## config.mk

```make
export PLATFORM = sky130hd
export DESIGN_NAME = periodic_task_dispatcher
export DESIGN_NICKNAME = d
export VERILOG_FILES = /design/src/hdl/ptd_pkg.sv /design/src/hdl/ptd_mod_serial.sv /design/src/hdl/periodic_task_dispatcher.sv
export SDC_FILE = /design/constraint.sdc
export NUM_CORES = 1
export LEC_CHECK = 0
export CAP_MARGIN = 25
export CORE_ASPECT_RATIO = 1.25
export CORE_MARGIN = 1.5
export CORE_UTILIZATION = 55
export CTS_CLUSTER_DIAMETER = 120
export CTS_CLUSTER_SIZE = 8
export DETAILED_ROUTE_END_ITERATION = 10
export DONT_BUFFER_PORTS = 1
export GPL_ROUTABILITY_DRIVEN = 0
export GPL_TIMING_DRIVEN = 0
export PLACE_DENSITY = 0.73
export SYNTH_ARGS = -nofsm -noshare
export SYNTH_HDL_FRONTEND = slang
export SYNTH_SLANG_ARGS = --single-unit
```

## constraint.sdc

```tcl
create_clock -name clk -period 3.5 [get_ports clk]
set_input_delay 0.525 -clock clk [delete_from_list [all_inputs] [get_ports clk]]
set_output_delay 0.525 -clock clk [all_outputs]
set_load 0.005 [all_outputs]
```

## src/hdl/ptd_pkg.sv

```systemverilog
// Package for the periodic task dispatcher: field widths, action and status codes,
// controller states and the status struct of the serial remainder unit.
// No dependencies.
package ptd_pkg;

    localparam int TICK_W             = 32;
    localparam int PERIOD_W           = 16;
    localparam int ACTION_W           = 3;
    localparam int STATUS_W           = 3;
    localparam int SLOT_IN_W          = 4;
    localparam int DSLOT_W            = 3;
    localparam int DEFAULT_TASK_SLOTS = 8;

    localparam logic [TICK_W-1:0] WRAP_LIMIT_RESET = {TICK_W{1'b1}};

    typedef enum logic [ACTION_W-1:0] {
        ACT_TICK   = 3'd0,
        ACT_CREATE = 3'd1,
        ACT_DELETE = 3'd2,
        ACT_MODIFY = 3'd3,
        ACT_START  = 3'd4,
        ACT_STOP   = 3'd5
    } action_t;

    typedef enum logic [STATUS_W-1:0] {
        ST_OK          = 3'd0,
        ST_BAD_STATE   = 3'd1,
        ST_ZERO_PERIOD = 3'd2,
        ST_TAKEN       = 3'd3,
        ST_RANGE       = 3'd4,
        ST_NOT_FOUND   = 3'd5,
        ST_NO_TASKS    = 3'd6
    } status_t;

    typedef enum logic [1:0] {
        S_IDLE,
        S_SCAN,
        S_DIV,
        S_FINISH
    } state_t;

    typedef struct packed {
        logic done;
        logic rem_zero;
    } mod_status_t;

endpackage

```

## src/hdl/ptd_mod_serial.sv

```systemverilog
// Bit-serial remainder unit: tests whether a period divides the tick count,
// one dividend bit per cycle through a restoring shift-subtract step.
// Depends on ptd_pkg.
module ptd_mod_serial (
    input  logic                          clk,
    input  logic                          rst_n,
    input  logic                          start,
    input  logic [ptd_pkg::TICK_W-1:0]    dividend,
    input  logic [ptd_pkg::PERIOD_W-1:0]  divisor,
    output ptd_pkg::mod_status_t          mod_st
);
    import ptd_pkg::*;

    localparam int CNT_W = $clog2(TICK_W);
    localparam logic [CNT_W-1:0] CNT_LAST = CNT_W'(TICK_W - 1);

    logic [TICK_W-1:0]   shift_reg, shift_next;
    logic [PERIOD_W-1:0] rem_reg, rem_next;
    logic [PERIOD_W-1:0] div_reg, div_next;
    logic [CNT_W-1:0]    cnt_reg, cnt_next;
    logic                run_reg, run_next;
    logic                done_reg, done_next;
    logic [PERIOD_W:0]   trial;

    assign trial = {rem_reg, shift_reg[TICK_W-1]};

    always_comb
    begin
        shift_next = shift_reg;
        rem_next   = rem_reg;
        div_next   = div_reg;
        cnt_next   = cnt_reg;
        run_next   = run_reg;
        done_next  = 1'b0;
        if (start)
        begin
            shift_next = dividend;
            rem_next   = '0;
            div_next   = divisor;
            cnt_next   = '0;
            run_next   = 1'b1;
        end
        else if (run_reg)
        begin
            shift_next = {shift_reg[TICK_W-2:0], 1'b0};
            if (trial >= {1'b0, div_reg})
            begin
                rem_next = PERIOD_W'(trial - {1'b0, div_reg});
            end
            else
            begin
                rem_next = trial[PERIOD_W-1:0];
            end
            cnt_next = cnt_reg + 1'b1;
            if (cnt_reg == CNT_LAST)
            begin
                run_next  = 1'b0;
                done_next = 1'b1;
            end
        end
    end

    always_ff @(posedge clk or negedge rst_n)
    begin
        if (!rst_n)
        begin
            run_reg  <= 1'b0;
            done_reg <= 1'b0;
            cnt_reg  <= '0;
        end
        else
        begin
            run_reg  <= run_next;
            done_reg <= done_next;
            cnt_reg  <= cnt_next;
        end
    end

    always_ff @(posedge clk)
    begin
        shift_reg <= shift_next;
        rem_reg   <= rem_next;
        div_reg   <= div_next;
    end

    assign mod_st.done     = done_reg;
    assign mod_st.rem_zero = (rem_reg == '0);

`ifndef ASSERT_OFF
    a_no_restart: assert property (@(posedge clk) disable iff (!rst_n)
        run_reg |-> !start)
        else $error("remainder unit restarted while running");
    a_done_ends_run: assert property (@(posedge clk) disable iff (!rst_n)
        done_reg |-> ($past(run_reg) && !run_reg))
        else $error("done without a finished run");
    a_rem_below_div: assert property (@(posedge clk) disable iff (!rst_n)
        (done_reg && div_reg != '0) |-> (rem_reg < div_reg))
        else $error("remainder not below divisor");
`endif

endmodule

```

## src/hdl/periodic_task_dispatcher.sv

```systemverilog
// Periodic task dispatcher top level: slot table, tick counter, command decode and
// the scan controller that walks the slots on each tick.
// Depends on ptd_pkg and ptd_mod_serial.
//
// Usage: an item (action, task_slot, task_period) is taken at a rising edge where
// start is high and busy is low. Every result item shows on status, dispatch_valid,
// dispatch_slot, tick_value and last_result for exactly one cycle with
// result_strobe high; the receiver cannot hold results off, so nothing waits.
// Create, delete, modify, start, stop, and a tick while stopped, give one result in
// the cycle after the item is taken, and busy stays low: one such item per cycle.
// A tick while running raises busy and scans the slots in priority order. An empty
// slot is passed over in the scan state; an occupied slot waits in the divide state
// for the bit-serial remainder unit, which handles one tick-count bit per cycle.
// Dispatch results appear during the scan, and the last one is set by the finish state.
// tick_wrap_limit is written through cfg_wr_en and cfg_wr_data; the user must write
// it only while idle, as the block itself does not enforce this.
// Reset empties the table, stops the scheduler, clears the tick counter and sets
// the wrap limit to all ones; stored periods are not cleared.
module periodic_task_dispatcher #(
    parameter int TASK_SLOTS = ptd_pkg::DEFAULT_TASK_SLOTS
) (
    input  logic                          clk,
    input  logic                          rst_n,
    input  logic                          start,
    output logic                          busy,
    input  logic [ptd_pkg::ACTION_W-1:0]  action,
    input  logic [ptd_pkg::SLOT_IN_W-1:0] task_slot,
    input  logic [ptd_pkg::PERIOD_W-1:0]  task_period,
    input  logic                          cfg_wr_en,
    input  logic [ptd_pkg::TICK_W-1:0]    cfg_wr_data,
    output logic                          result_strobe,
    output logic [ptd_pkg::STATUS_W-1:0]  status,
    output logic                          dispatch_valid,
    output logic [ptd_pkg::DSLOT_W-1:0]   dispatch_slot,
    output logic [ptd_pkg::TICK_W-1:0]    tick_value,
    output logic                          last_result
);
    import ptd_pkg::*;

    localparam int SLOT_W = (TASK_SLOTS > 1) ? $clog2(TASK_SLOTS) : 1;
    localparam logic [SLOT_W-1:0] LAST_IDX = SLOT_W'(TASK_SLOTS - 1);
    localparam logic [SLOT_IN_W:0] SLOT_COUNT = (SLOT_IN_W + 1)'(TASK_SLOTS);

    state_t                  state_reg, state_next;
    logic [TICK_W-1:0]       limit_reg, limit_next;
    logic [TICK_W-1:0]       tick_reg, tick_next;
    logic                    running_reg, running_next;
    logic [TASK_SLOTS-1:0]   valid_reg, valid_next;
    logic [PERIOD_W-1:0]     period_reg [TASK_SLOTS];
    logic [SLOT_W-1:0]       idx_reg, idx_next;
    logic                    pend_reg, pend_next;
    logic [SLOT_W-1:0]       pend_slot_reg, pend_slot_next;
    logic                    strobe_reg, strobe_next;
    status_t                 status_reg, status_next;
    logic                    dv_reg, dv_next;
    logic [DSLOT_W-1:0]      dslot_reg, dslot_next;
    logic                    last_reg, last_next;

    logic                    accept;
    logic                    in_range;
    logic [SLOT_W-1:0]       wr_idx;
    logic                    period_we;
    logic                    cand;
    logic                    mod_start;
    logic [TICK_W-1:0]       tick_inc;
    logic [TICK_W-1:0]       tick_wrapped;
    mod_status_t             mod_st;

    assign accept       = start && (state_reg == S_IDLE);
    assign busy         = (state_reg != S_IDLE);
    assign in_range     = ({1'b0, task_slot} < SLOT_COUNT);
    assign wr_idx       = SLOT_W'(task_slot);
    assign cand         = valid_reg[idx_reg] && (period_reg[idx_reg] != '0);
    assign tick_inc     = tick_reg + 1'b1;
    assign tick_wrapped = (tick_inc >= limit_reg) ? '0 : tick_inc;

    ptd_mod_serial u_mod (
        .clk      (clk),
        .rst_n    (rst_n),
        .start    (mod_start),
        .dividend (tick_reg),
        .divisor  (period_reg[idx_reg]),
        .mod_st   (mod_st)
    );

    always_comb
    begin
        state_next = state_reg;
        unique case (state_reg)
            S_IDLE:
            begin
                if (accept && (action == ACT_TICK) && running_reg)
                begin
                    state_next = S_SCAN;
                end
            end
            S_SCAN:
            begin
                priority if (cand)
                begin
                    state_next = S_DIV;
                end
                else if (idx_reg == LAST_IDX)
                begin
                    state_next = S_FINISH;
                end
            end
            S_DIV:
            begin
                if (mod_st.done)
                begin
                    state_next = (idx_reg == LAST_IDX) ? S_FINISH : S_SCAN;
                end
            end
            S_FINISH:
            begin
                state_next = S_IDLE;
            end
            default:
            begin
                state_next = S_IDLE;
            end
        endcase
    end

    always_comb
    begin
        limit_next     = cfg_wr_en ? cfg_wr_data : limit_reg;
        tick_next      = tick_reg;
        running_next   = running_reg;
        valid_next     = valid_reg;
        idx_next       = idx_reg;
        pend_next      = pend_reg;
        pend_slot_next = pend_slot_reg;
        strobe_next    = 1'b0;
        status_next    = status_reg;
        dv_next        = dv_reg;
        dslot_next     = dslot_reg;
        last_next      = last_reg;
        period_we      = 1'b0;
        mod_start      = 1'b0;
        unique case (state_reg)
            S_IDLE:
            begin
                if (accept)
                begin
                    strobe_next = 1'b1;
                    status_next = ST_OK;
                    dv_next     = 1'b0;
                    dslot_next  = '0;
                    last_next   = 1'b1;
                    unique case (action)
                        ACT_TICK:
                        begin
                            if (running_reg)
                            begin
                                strobe_next = 1'b0;
                                tick_next   = tick_wrapped;
                                idx_next    = '0;
                                pend_next   = 1'b0;
                            end
                            else
                            begin
                                status_next = ST_BAD_STATE;
                            end
                        end
                        ACT_CREATE:
                        begin
                            priority if (task_period == '0)
                                status_next = ST_ZERO_PERIOD;
                            else if (!in_range)
                                status_next = ST_RANGE;
                            else if (valid_reg[wr_idx])
                                status_next = ST_TAKEN;
                            else
                            begin
                                valid_next[wr_idx] = 1'b1;
                                period_we          = 1'b1;
                            end
                        end
                        ACT_DELETE:
                        begin
                            priority if (!in_range)
                                status_next = ST_RANGE;
                            else if (!valid_reg[wr_idx])
                                status_next = ST_NOT_FOUND;
                            else
                                valid_next[wr_idx] = 1'b0;
                        end
                        ACT_MODIFY:
                        begin
                            priority if (task_period == '0)
                                status_next = ST_ZERO_PERIOD;
                            else if (!in_range)
                                status_next = ST_RANGE;
                            else if (!valid_reg[wr_idx])
                                status_next = ST_NOT_FOUND;
                            else
                                period_we = 1'b1;
                        end
                        ACT_START:
                        begin
                            priority if (valid_reg == '0)
                                status_next = ST_NO_TASKS;
                            else if (running_reg)
                                status_next = ST_BAD_STATE;
                            else
                                running_next = 1'b1;
                        end
                        ACT_STOP:
                        begin
                            if (!running_reg)
                            begin
                                status_next = ST_BAD_STATE;
                            end
                            else
                            begin
                                running_next = 1'b0;
                                tick_next    = '0;
                            end
                        end
                        default:
                        begin
                            status_next = ST_BAD_STATE;
                        end
                    endcase
                end
            end
            S_SCAN:
            begin
                priority if (cand)
                begin
                    mod_start = 1'b1;
                end
                else if (idx_reg != LAST_IDX)
                begin
                    idx_next = idx_reg + 1'b1;
                end
            end
            S_DIV:
            begin
                if (mod_st.done)
                begin
                    if (mod_st.rem_zero)
                    begin
                        pend_next      = 1'b1;
                        pend_slot_next = idx_reg;
                        if (pend_reg)
                        begin
                            strobe_next = 1'b1;
                            status_next = ST_OK;
                            dv_next     = 1'b1;
                            dslot_next  = DSLOT_W'({{DSLOT_W{1'b0}}, pend_slot_reg});
                            last_next   = 1'b0;
                        end
                    end
                    if (idx_reg != LAST_IDX)
                    begin
                        idx_next = idx_reg + 1'b1;
                    end
                end
            end
            S_FINISH:
            begin
                strobe_next = 1'b1;
                status_next = ST_OK;
                dv_next     = pend_reg;
                dslot_next  = pend_reg ? DSLOT_W'({{DSLOT_W{1'b0}}, pend_slot_reg}) : '0;
                last_next   = 1'b1;
            end
            default:
            begin
                strobe_next = 1'b0;
            end
        endcase
    end

    always_ff @(posedge clk or negedge rst_n)
    begin
        if (!rst_n)
        begin
            state_reg   <= S_IDLE;
            limit_reg   <= WRAP_LIMIT_RESET;
            tick_reg    <= '0;
            running_reg <= 1'b0;
            valid_reg   <= '0;
            idx_reg     <= '0;
            pend_reg    <= 1'b0;
            strobe_reg  <= 1'b0;
        end
        else
        begin
            state_reg   <= state_next;
            limit_reg   <= limit_next;
            tick_reg    <= tick_next;
            running_reg <= running_next;
            valid_reg   <= valid_next;
            idx_reg     <= idx_next;
            pend_reg    <= pend_next;
            strobe_reg  <= strobe_next;
        end
    end

    always_ff @(posedge clk)
    begin
        pend_slot_reg <= pend_slot_next;
        status_reg    <= status_next;
        dv_reg        <= dv_next;
        dslot_reg     <= dslot_next;
        last_reg      <= last_next;
        if (period_we)
        begin
            period_reg[wr_idx] <= task_period;
        end
    end

    assign result_strobe  = strobe_reg;
    assign status         = status_reg;
    assign dispatch_valid = dv_reg;
    assign dispatch_slot  = dslot_reg;
    assign tick_value     = tick_reg;
    assign last_result    = last_reg;

`ifndef ASSERT_OFF
    a_dispatch_ok: assert property (@(posedge clk) disable iff (!rst_n)
        (strobe_reg && dv_reg) |-> (status_reg == ST_OK))
        else $error("dispatch result with a failing status");
    a_scan_running: assert property (@(posedge clk) disable iff (!rst_n)
        (state_reg != S_IDLE) |-> running_reg)
        else $error("slot scan while stopped");
    a_tick_busy: assert property (@(posedge clk) disable iff (!rst_n)
        (accept && (action == ACT_TICK) && running_reg) |=> busy)
        else $error("running tick did not start a scan");
    a_done_in_div: assert property (@(posedge clk) disable iff (!rst_n)
        mod_st.done |-> (state_reg == S_DIV))
        else $error("remainder result outside the wait state");
    a_last_ends_scan: assert property (@(posedge clk) disable iff (!rst_n)
        (strobe_reg && !last_reg) |-> busy)
        else $error("non-final result after the scan ended");
`endif

endmodule

```

==> results of run 1 <==
-- cell families after synthesis --
group	Yosys count	share of synthesized area (%)
AOI/OAI and AO/OA	223	9.82
xor gates and xnor gates	30	1.83
DFF	290	56.9
and+or+nand+nor	347	12.2
buffers and inverters	119	3.44
adders and majority gates	58	5.12
muxes	106	10.6
-- how the worst max path moves through the flow --
stage	slack, ps	endpoint	cells after the start
2_1_floorplan	4	tick_value[0]$_DFFE_PN0P_	17
3_3_place_gp	-1020	tick_value[26]$_DFFE_PN0P_	17
3_5_place_dp	-1030	tick_value[29]$_DFFE_PN0P_	17
4_1_cts	-350	tick_value[9]$_DFFE_PN0P_	17
5_1_grt	-520	tick_value[10]$_DFFE_PN0P_	19
6_report	-470	tick_value[10]$_DFFE_PN0P_	19
-- power breakdown --
group | internal, mW | switching (mW) | total [mW]
sequential | 3.70 | 0.00894 | 3.71
clock | 2.28 | 1.50 | 3.79
combinational | 0.0593 | 0.114 | 0.173
total | 6.05 | 1.63 | 7.67
-- critical path, stage by stage, from the launching register on --
cell and delay [ps]:
dfrtp_2 520, ha_4 200, nand3_4 90, nor2_4 140, and3_4 190, clkbuf_8 140, nand3_4 110, o21a_1 230
or2_4 250, ha_4 270, and3_4 180, nand4_1 230, nor3_4 330, nor4b_4 250, buf_6 160, buf_12 100
nand2_8 60, buf_8 180, o211ai_1 120, nand2_1 90
-- cell type report --
| class | count | area, um2 |
|---|---|---|
| multi-input combinational | 766 | 6070 |
| clock buffer | 74 | 1170 |
| sequential | 290 | 8160 |
| buffer | 52 | 353 |
| fill | 1813 | 8490 |
| inverter | 66 | 248 |
| timing repair buffer | 39 | 440 |
| clock inverter | 4 | 98.8 |
| tap | 335 | 419 |
-- placed cells by master, fill, tap and decap left out, types with 13 or more instances in the layout --
cell       Yosys  routed
o211ai_1      22      22
nor3_1        27      20
edfxtp_1     187     187
ha_1          57      50
mux4_2        27      27
xnor2_1       22      21
dfstp_2       32      32
a21oi_1       59      58
clkbuf_16      0      44
buf_4          3      21
a31oi_1       14      13
nor4_1        13      13
nand2_1       99      96
nand4_1       20      20
inv_1         64      64
nor2_1        64      54
nor2b_1       24      24
mux2i_1       30      30
dfrtp_1       55      47
dfxtp_1       16      16
or2_2         19      13
nand3_1       18      14
clkbuf_1      36      60
o21ai_0       57      53
mux2_2        44      44
-- through the flow --
stage	power, mW	util (%)	hold slack, ps
after floorplan	3.87	-	229
after global placement	3.90	58.2	234
after detailed placement	3.91	58.8	233
after CTS	7.72	65.7	49.5
after global routing	7.89	66.6	44.4
final	7.67	66.6	65.7
-- repair_timing --
| item | 4_1_cts | 5_1_grt |
|---|---|---|
| gates cloned | 4 | 2 |
| resized for setup | 62 | 34 |
| setup endpoints to repair | 97 | 76 |
| pin swaps | 33 | 21 |
| endpoints found under the hold margin | 87 | 0 |
| buffers inserted | 16 | 8 |
| hold buffers | 2 | 0 |
-- routing by layer --
| metal | track usage (%) | vias up | part of all wire (%) |
|---|---|---|---|
| li1 | - | 4560 | - |
| met1 | 29.5 | 4908 | 37 |
| met2 | 45.2 | 419 | 52 |
| met3 | 4.86 | 114 | 6.5 |
| met4 | 11.7 | 0 | 4.8 |
| met5 | 0 | - | 0 |
==> metrics.md, run 1 <==
| Metric | Value |
|---|---|
| Status | finished, violations left |
| Failing checks | negative setup slack |
| Worst r2r path cells | 19 |
| Post-synth top cells | 187 x edfxtp_1, 99 x nand2_1, 64 x inv_1, 64 x nor2_1, 59 x a21oi_1 |
| CTS max path bufs | 3 |
| Num rows | 65 |
| Final setup violation count | 32 |
| Pwr Density | ~450 nW/um2 |
| Cell variety after synth | between 60 and 70 |
| Detail Route Antenna Nets | 0 |
| Die height | 183 um |
| Mapped cell area | 14300 um2 |
| Worst Path Class, Setup | flip-flop to flip-flop |
| Yosys top cell by area | edfxtp_1 |
| Vias per cell | 6.15 |
| First-pass GRT wire length | 53.2 mm |
| Layout cell share with drive strength beyond 1 | 22.2% |
| Drt initial violations | 564 |
| Routed wire length | 34.9 mm |
| CP endpoint kind | flip-flop |
| Hold path depth | 0 |
| CTS H-tree depth | 2 |
| Num CTS Buffers | 42 |
| Area delta synth->final | 18.4% |
| CTS tree | built |
| Largest fanout on the critical path | 8 |
| Final cell count without fillers | around 1600 |
| Post-synth top flop | edfxtp_1 |
| Die ar. | 27000 um2 |
| Initial core utilization | a little under three fifths |
| Max_cap viols | 0 |
| All-Layer GR Usage | 25.4% |
| Top cell type's share of synthesized area | just under 40% |
| Post-synth EDFFs | about 190 |
| Setup crit start kind | flip-flop |
| Largest net degree at the start of global routing | roughly 90 |
| RR Endpoint | tick_value[10]$_DFFE_PN0P_ |
| Final hold vios | 0 |
| F_max | 252 MHz |
| # nets final | 1374 |
| Core ar. | 25500 um2 |
| Clock root buffer | clkbuf_16 |
| Hold Path End | period_reg[3][11]$_DFFE_PP_ |
| Final Critical Period | slightly below 4000 ps |
| PortBufs | 0 |
| Clock transition at path regs | 50 ps |
| RR Startpoint | tick_value[0]$_DFFE_PN0P_ |
| Setup TNS | -13060 ps |
| Sequential share of the synthesized area | 56.9% |
| Final Instance Area | 17000 um2 |
| Flop-to-flop setup slack | -470 ps |
| Clk sinks | between 200 and 300 |
| Final Cycle Share | 113% |
| RSZ-0062 raised after global routing | yes |
| Register bit total from synthesis | 290 |
| Peak supply drop | between 500 and 600 uV |
| Width of the die | 147 um |
| DR WL/cell | between 20 and 25 um |
| Total number of vias | 10000 |
| Req. time, crit path | 3910 ps |
| Critical Path Start | tick_value[0]$_DFFE_PN0P_ |
| Placed wire-length estimate | 23.1 mm |
| Setup WS post-layout | -467 ps |
| Post-DP Area | 15000 um2 |
| Slew @ Worst Pin | slightly below 1000 ps |
| Max Clock Skew | 22.2 ps |
| Inst Count DP | around 1500 |
| Slew margin rel. | 35.9% |
| Max FFs per register | between 100 and 150 |
| Setup WS pre-CTS | -1030 ps |
| IO Count | 101 |
| Clk Latency, worst-skew pair | 550 ps |
| # DRC | 0 |
| Yosys warnings | 0 |
| Area contributors post-synth | edfxtp_1 39%, dfrtp_1 9.6%, dfstp_2 5.9% |
| Post-Synthesis Net Count | roughly 1300 |
| GR Overflow Total | 0 |
| Max Slew Vio Count | 0 |
| Drt pass-1 iters | 6 |
| Most common cell in the netlist | edfxtp_1 |
| Vias in the first global route | 9989 |
| Crit path arrival time | 4380 ps |
| Hold_sp | task_period[11] |
| Asr flop ratio synth | 30.0% |
| Initial antenna violation count | 0 |
| Post-Syn Area per Cell | 12.2 um2 |
| Cells after synthesis | 1173 |
| Diode count | 0 |
| Worst min path class | input port to flip-flop |
| P_leak | ~6.5 nW |
Power figures use the tool's default switching activity.
==> run 2: changes to the inputs <==
==> constraint.sdc (replaced) <==
create_clock -name clk -period 3.5 [get_ports clk]
set_input_delay 0.525 -clock clk [delete_from_list [all_inputs] [get_ports clk]]
set_output_delay 0.525 -clock clk [all_outputs]
set_load 0.05 [all_outputs]
==> run 2 against run 1 <==
Effect of this change:
- the run still ends with negative setup slack left
- largest cell class unchanged
- first-iteration DRC count rose by 4.3%
- combinational power fell by 3%
- sequential power about the same
- final area decreased by 0.58%
- worst setup slack lost 15 ps
- global-route usage is 0.58 points lower
- flip-flop and latch count did not move
- maximum frequency shrank 0.38%
- routed wire length is 3.6% lower
- die area unchanged
==> metrics.md, run 2 (synthesis results as in run 1) <==
| Metric | Value |
|---|---|
| Status | finished, violations left |
| Failing checks | negative setup slack |
| Area delta synth->final | 17.7% |
| Die ar. | around 27000 um2 |
| Final cell count without fillers | 1623 |
| Detail Route Antenna Nets | 0 |
| Worst min path class | input port to flip-flop |
| Final Cycle Share | 114% |
| GR Overflow Total | 0 |
| Critical Path Start | tick_value[9]$_DFFE_PN0P_ |
| Width of the die | roughly 150 um |
| Crit path arrival time | 4400 ps |
| CP endpoint kind | flip-flop |
| Core ar. | ~25000 um2 |
| Final Critical Period | ~4000 ps |
| Final Instance Area | 16900 um2 |
| Max_cap viols | 0 |
| Max FFs per register | 128 |
| CTS tree | built |
| IO Count | 101 |
| Clock root buffer | clkbuf_16 |
| Max Clock Skew | 17.0 ps |
| Most frequent cells in the layout | 187 x edfxtp_1, 96 x nand2_1, 64 x inv_1, 60 x clkbuf_1, 59 x a21oi_1 |
| Largest net degree at the start of global routing | 88 |
| Initial antenna violation count | 0 |
| P_leak | 6.47 nW |
| Most used routing layer in global routing | met2 |
| Inst Count DP | between 1500 and 2000 |
| Slowest CP cell | dfrtp_1 |
| Drt pass-1 iters | 7 |
| Vias in the first global route | between 9000 and 10000 |
| WHS | 78.0 ps |
| Placed wire-length estimate | 23.1 mm |
| Crit-path cells | and3_1 -> and2_1 -> and4_4 -> nand3_4 -> o21a_1 -> or2_4 -> ha_4 -> and3_4 -> nand4_1 -> nor3_4 -> nor4b_4 -> nand2_4 -> buf_12 -> clkbuf_16 -> a32o_1 |
| # DRC | 0 |
| Total number of vias | ~10000 |
| First-pass GRT wire length | 52.4 mm |
| Setup WS pre-CTS | -1010 ps |
| Setup WS post-layout | -482 ps |
| F_max | 251 MHz |
| Num rows | 65 |
| Max Slew Vio Count | 0 |
| DR WL/cell | slightly above 20 um |
| Hold_sp | task_period[3] |
| GR met2 Demand/Resource | 45.1% |
| Layout cell share with drive strength beyond 1 | 22.4% |
| Slew @ Worst Pin | 978 ps |
| Most common cell after layout, fill and taps aside | edfxtp_1 |
| Slew margin rel. | 34.8% |
| Pwr Density | 452 nW/um2 |
| Peak supply drop | about 590 uV |
| RSZ-0062 raised after global routing | yes |
| Met1 GRT Util | ~29% |
| Setup crit start kind | flip-flop |
| Drt initial violations | 588 |
| PortBufs | 0 |
| CP peak stage delay | 710 ps |
| RR Startpoint | tick_value[9]$_DFFE_PN0P_ |
| Total Power | 7.62 mW |
| Final setup violation count | 32 |
| Largest fanout on the critical path | 6 |
| Req. time, crit path | between 3000 and 4000 ps |
| Clk sinks | just under 300 |
| Final hold vios | 0 |
| All-Layer GR Usage | approximately 25% |
| Grt met3 use | 4.64% |
| # nets final | approximately 1400 |
| Num CTS Buffers | 42 |
| Routed wire length | ~34 mm |
| Util after Layout | 66.2% |
| Setup TNS | -13650 ps |
| Die height | 183 um |
| CTS H-tree depth | 2 |
| Diode count | 0 |
| Vias per cell | between 6 and 7 |
| CTS max path bufs | 3 |
| CP top delay family | simple AND/OR/NAND/NOR gates |
| Initial core utilization | 56.3% |
| Worst Path Class, Setup | flip-flop to flip-flop |
| Clock transition at path regs | 50 ps |
| Clk Latency, worst-skew pair | 540 ps |
| Post-DP Area | about 15000 um2 |
| CP Buf/Inv Count | 2 |
[run 2: cell types whose count changed in the layout (fill, tap and decap cells not counted), moves of 3 or more]
cell,before,now
dfrtp_1,47,39
dfrtp_4,0,5
clkinv_16,3,0
dfrtp_2,8,11
[run 2: area by class of cell]
cell class              count  area [um2]
plain buffers              52         354
clock buffers              74        1170
clock inverters             4        65.1
fillers                  1804        8590
inverters                  66         248
multi-input cells         764        5990
flip-flops and latches    290        8190
well taps                 335         419
repair buffers             38         434
[run 2: metal layers]
layer | routed length (um) | vias up | part of all wire [%]
met5 | 0 | - | 0
li1 | - | 4543 | -
met3 | 2160 | 93 | 6.4
met4 | 1200 | 0 | 3.6
met2 | 17500 | 364 | 52
met1 | 12800 | 4769 | 38
[run 2: what timing repair did]
action | in CTS | in global routing
buffers inserted | 18 | 7
gates cloned | 3 | 0
hold buffers | 2 | 0
hold endpoints to repair | 87 | 0
resized for setup | 50 | 22
setup endpoints to repair | 104 | 65
pin swaps | 28 | 12
[run 2: final timing paths]
kind,slack [ps],endpoint,cells after the start
hold / removal,80,period_reg[7][3]$_DFFE_PP_,0
hold reg to reg,510,limit_reg[20]$_DFFE_PN1P_,2
setup reg to reg,-480,tick_value[13]$_DFFE_PN0P_,15
min in group asynchronous,570,tick_value[26]$_DFFE_PN0P_,2
max in group asynchronous,2510,tick_value[4]$_DFFE_PN0P_,2
setup / recovery,-480,tick_value[13]$_DFFE_PN0P_,15
[run 2: power breakdown]
part,leakage (nW),internal (mW),switching [mW]
Sequential,2.76,3.70,0.00877
Combinational,3.13,0.0584,0.109
Clock,0.586,2.27,1.47
Total,6.47,6.04,1.59
==> run 3: changes to the inputs <==
CTS_BUF_LIST = sky130_fd_sc_hd__clkbuf_8   (was not set)
==> run 3 against run 2 <==
Effect of this change:
- the run still ends with negative setup slack left
- flip-flop and latch count stayed put
- sequential power hardly changed
- first-iteration DRC count is 13% lower
- routed wire length is 2.2% lower
- final area is 3.2% lower
- power is 17% lower
- critical path depth stayed put
- via count is 0.78% lower
- die area stayed put
- cell count is 0.25% higher
- clock power is 35% lower
- critical path type unchanged
- highest routed layer unchanged
==> metrics.md, run 3 (synthesis results as in run 1) <==
| Metric | Value |
|---|---|
| Status | finished, violations left |
| Failing checks | negative setup slack |
| # DRC | 0 |
| Drt initial violations | 512 |
| Setup crit start kind | flip-flop |
| DR WL/cell | 20.2 um |
| Final Critical Period | 4020 ps |
| Clock transition at path regs | 70 ps |
| Req. time, crit path | around 4000 ps |
| Clk sinks | 290 |
| Pwr Density | 385 nW/um2 |
| CTS max path bufs | 3 |
| Diode count | 0 |
| Met1 wire length | 12.6 mm |
| CTS H-tree depth | 2 |
| Most common cell after layout, fill and taps aside | edfxtp_1 |
| Initial core utilization | between 50% and 60% |
| P_leak | 6.38 nW |
| Max Clock Skew | about 26 ps |
| Util after Layout | 64.1% |
| Sequential group share of total power | 58.9% |
| Slew @ Worst Pin | between 900 and 1000 ps |
| Final Instance Area | around 16000 um2 |
| Final setup violation count | 32 |
| Num rows | 65 |
| CP endpoint kind | flip-flop |
| Final hold vios | 0 |
| Setup WS pre-CTS | -1010 ps |
| Area delta synth->final | 13.9% |
| All-Layer GR Usage | 24.5% |
| PortBufs | 0 |
| Logic pwr share | about 2.6% |
| F_max | 249 MHz |
| Placed wire-length estimate | 23.1 mm |
| GR Overflow Total | 0 |
| Hold_sp | task_period[3] |
| WHS | 45.9 ps |
| Die ar. | 27000 um2 |
| Crit path arrival time | 4470 ps |
| Post-DP Area | 15100 um2 |
| Largest fanout on the critical path | 6 |
| Max Slew Vio Count | 0 |
| RR Startpoint | tick_value[12]$_DFFE_PN0P_ |
| Slew margin rel. | 34.2% |
| Width of the die | around 150 um |
| Clk Latency, worst-skew pair | 570 ps |
| Max_cap viols | 0 |
| Largest net degree at the start of global routing | 88 |
| Detail Route Antenna Nets | 0 |
| Max FFs per register | 128 |
| Vias per cell | 5.96 |
| Metal3 WL | 2.21 mm |
| Int Pwr | ~4.9 mW |
| Fillers | 1899 |
| Vias in the first global route | 9751 |
| Num CTS Buffers | 42 |
| Layout cell share with drive strength beyond 1 | 22.4% |
| Switching Share | between 20% and 30% |
| Clk pwr share | between 30% and 40% |
| IO Count | 101 |
| Drt pass-1 iters | 5 |
| Clock root buffer | clkbuf_8 |
| Most frequent cells in the layout | 187 x edfxtp_1, 96 x nand2_1, 96 x inv_1, 59 x a21oi_1, 54 x nor2_1 |
| Critical Path Start | tick_value[12]$_DFFE_PN0P_ |
| RSZ-0062 raised after global routing | yes |
| Worst Path Class, Setup | flip-flop to flip-flop |
| Setup WS post-layout | -517 ps |
| Worst min path class | input port to flip-flop |
| Total number of vias | 9693 |
| Core ar. | 25500 um2 |
| Routed wire length | 32.9 mm |
| Die height | 183 um |
| # nets final | between 1000 and 1500 |
| Initial antenna violation count | 0 |
| First-pass GRT wire length | 51.6 mm |
| Top layer reached by signal wires | met4 |
| CTS tree | built |
| Peak supply drop | 343 uV |
| Met2 routed WL | 17.0 mm |
| Final Cycle Share | 115% |
| Psw | 1.40 mW |
## run 3: path summary, 6_finish.rpt
path / depth (start not counted) / slack, ps / endpoint
worst max-delay path: 15 / -520 / tick_value[4]$_DFFE_PN0P_
worst min-delay path: 0 / 50 / period_reg[7][3]$_DFFE_PP_
worst max register to register: 15 / -520 / tick_value[4]$_DFFE_PN0P_
worst min register to register: 0 / 500 / pend_slot_reg[0]$_DFFE_PP_
max in group asynchronous: 2 / 2540 / limit_reg[3]$_DFFE_PN1P_
min in group asynchronous: 2 / 550 / tick_value[26]$_DFFE_PN0P_
## run 3: power groups by stage
| stage | registers [mW] | logic [mW] | clock network, mW |
|---|---|---|---|
| after global placement | 3.77 | 0.129 | 0 |
| final | 3.71 | 0.165 | 2.42 |
| after floorplan | 3.77 | 0.104 | 0 |
| after detailed placement | 3.77 | 0.135 | 0 |
| after CTS | 3.71 | 0.166 | 2.49 |
| after global routing | 3.71 | 0.193 | 2.61 |
## run 3: final cells by class
| cell class | count | area [um2] | area share [%] |
|---|---|---|---|
| multi-input cells | 765 | 5960 | 36.5 |
| clock inverters | 36 | 160 | 0.981 |
| clock buffers | 42 | 578 | 3.54 |
| inverters | 66 | 248 | 1.52 |
| plain buffers | 52 | 347 | 2.12 |
| repair buffers | 41 | 429 | 2.63 |
| flip-flops and latches | 290 | 8180 | 50.1 |
| well taps | 335 | 419 | 2.57 |
## run 3: routing by layer
metal / vias to the layer above / track usage (%)
met4: 0 / 10.0
met2: 335 / 43.9
li1: 4560 / -
met5: - / 0
met3: 76 / 5.38
met1: 4722 / 28.2
## run 3: stage by stage
step           std cells  total power [mW]  TNS, ps
6_report            1627              6.29   -14790
5_1_grt             1627              6.51   -19860
4_1_cts             1620              6.36   -16450
3_5_place_dp        1516              3.91   -41360
3_3_place_gp        1508              3.90   -78750
2_1_floorplan       1173              3.88     -114
## run 3: what timing repair did
action / in CTS / in global routing
gates cloned: 3 / 1
setup endpoints to repair: 99 / 66
pin swaps: 30 / 21
buffers inserted: 21 / 7
hold endpoints to repair: 87 / 0
resized for setup: 42 / 19
hold buffers: 2 / 0
## run 3: critical path: stages (launching register included)
cell	delay [ps]
dfrtp_2	570
and4_4	300
and4_1	210
clkbuf_8	140
and4_4	240
nand3_4	110
o21a_1	230
or2_4	240
ha_4	260
and3_4	180
nand4_1	200
nor3_4	260
nor4b_4	360
nand2_2	180
buf_8	180
a32o_1	240
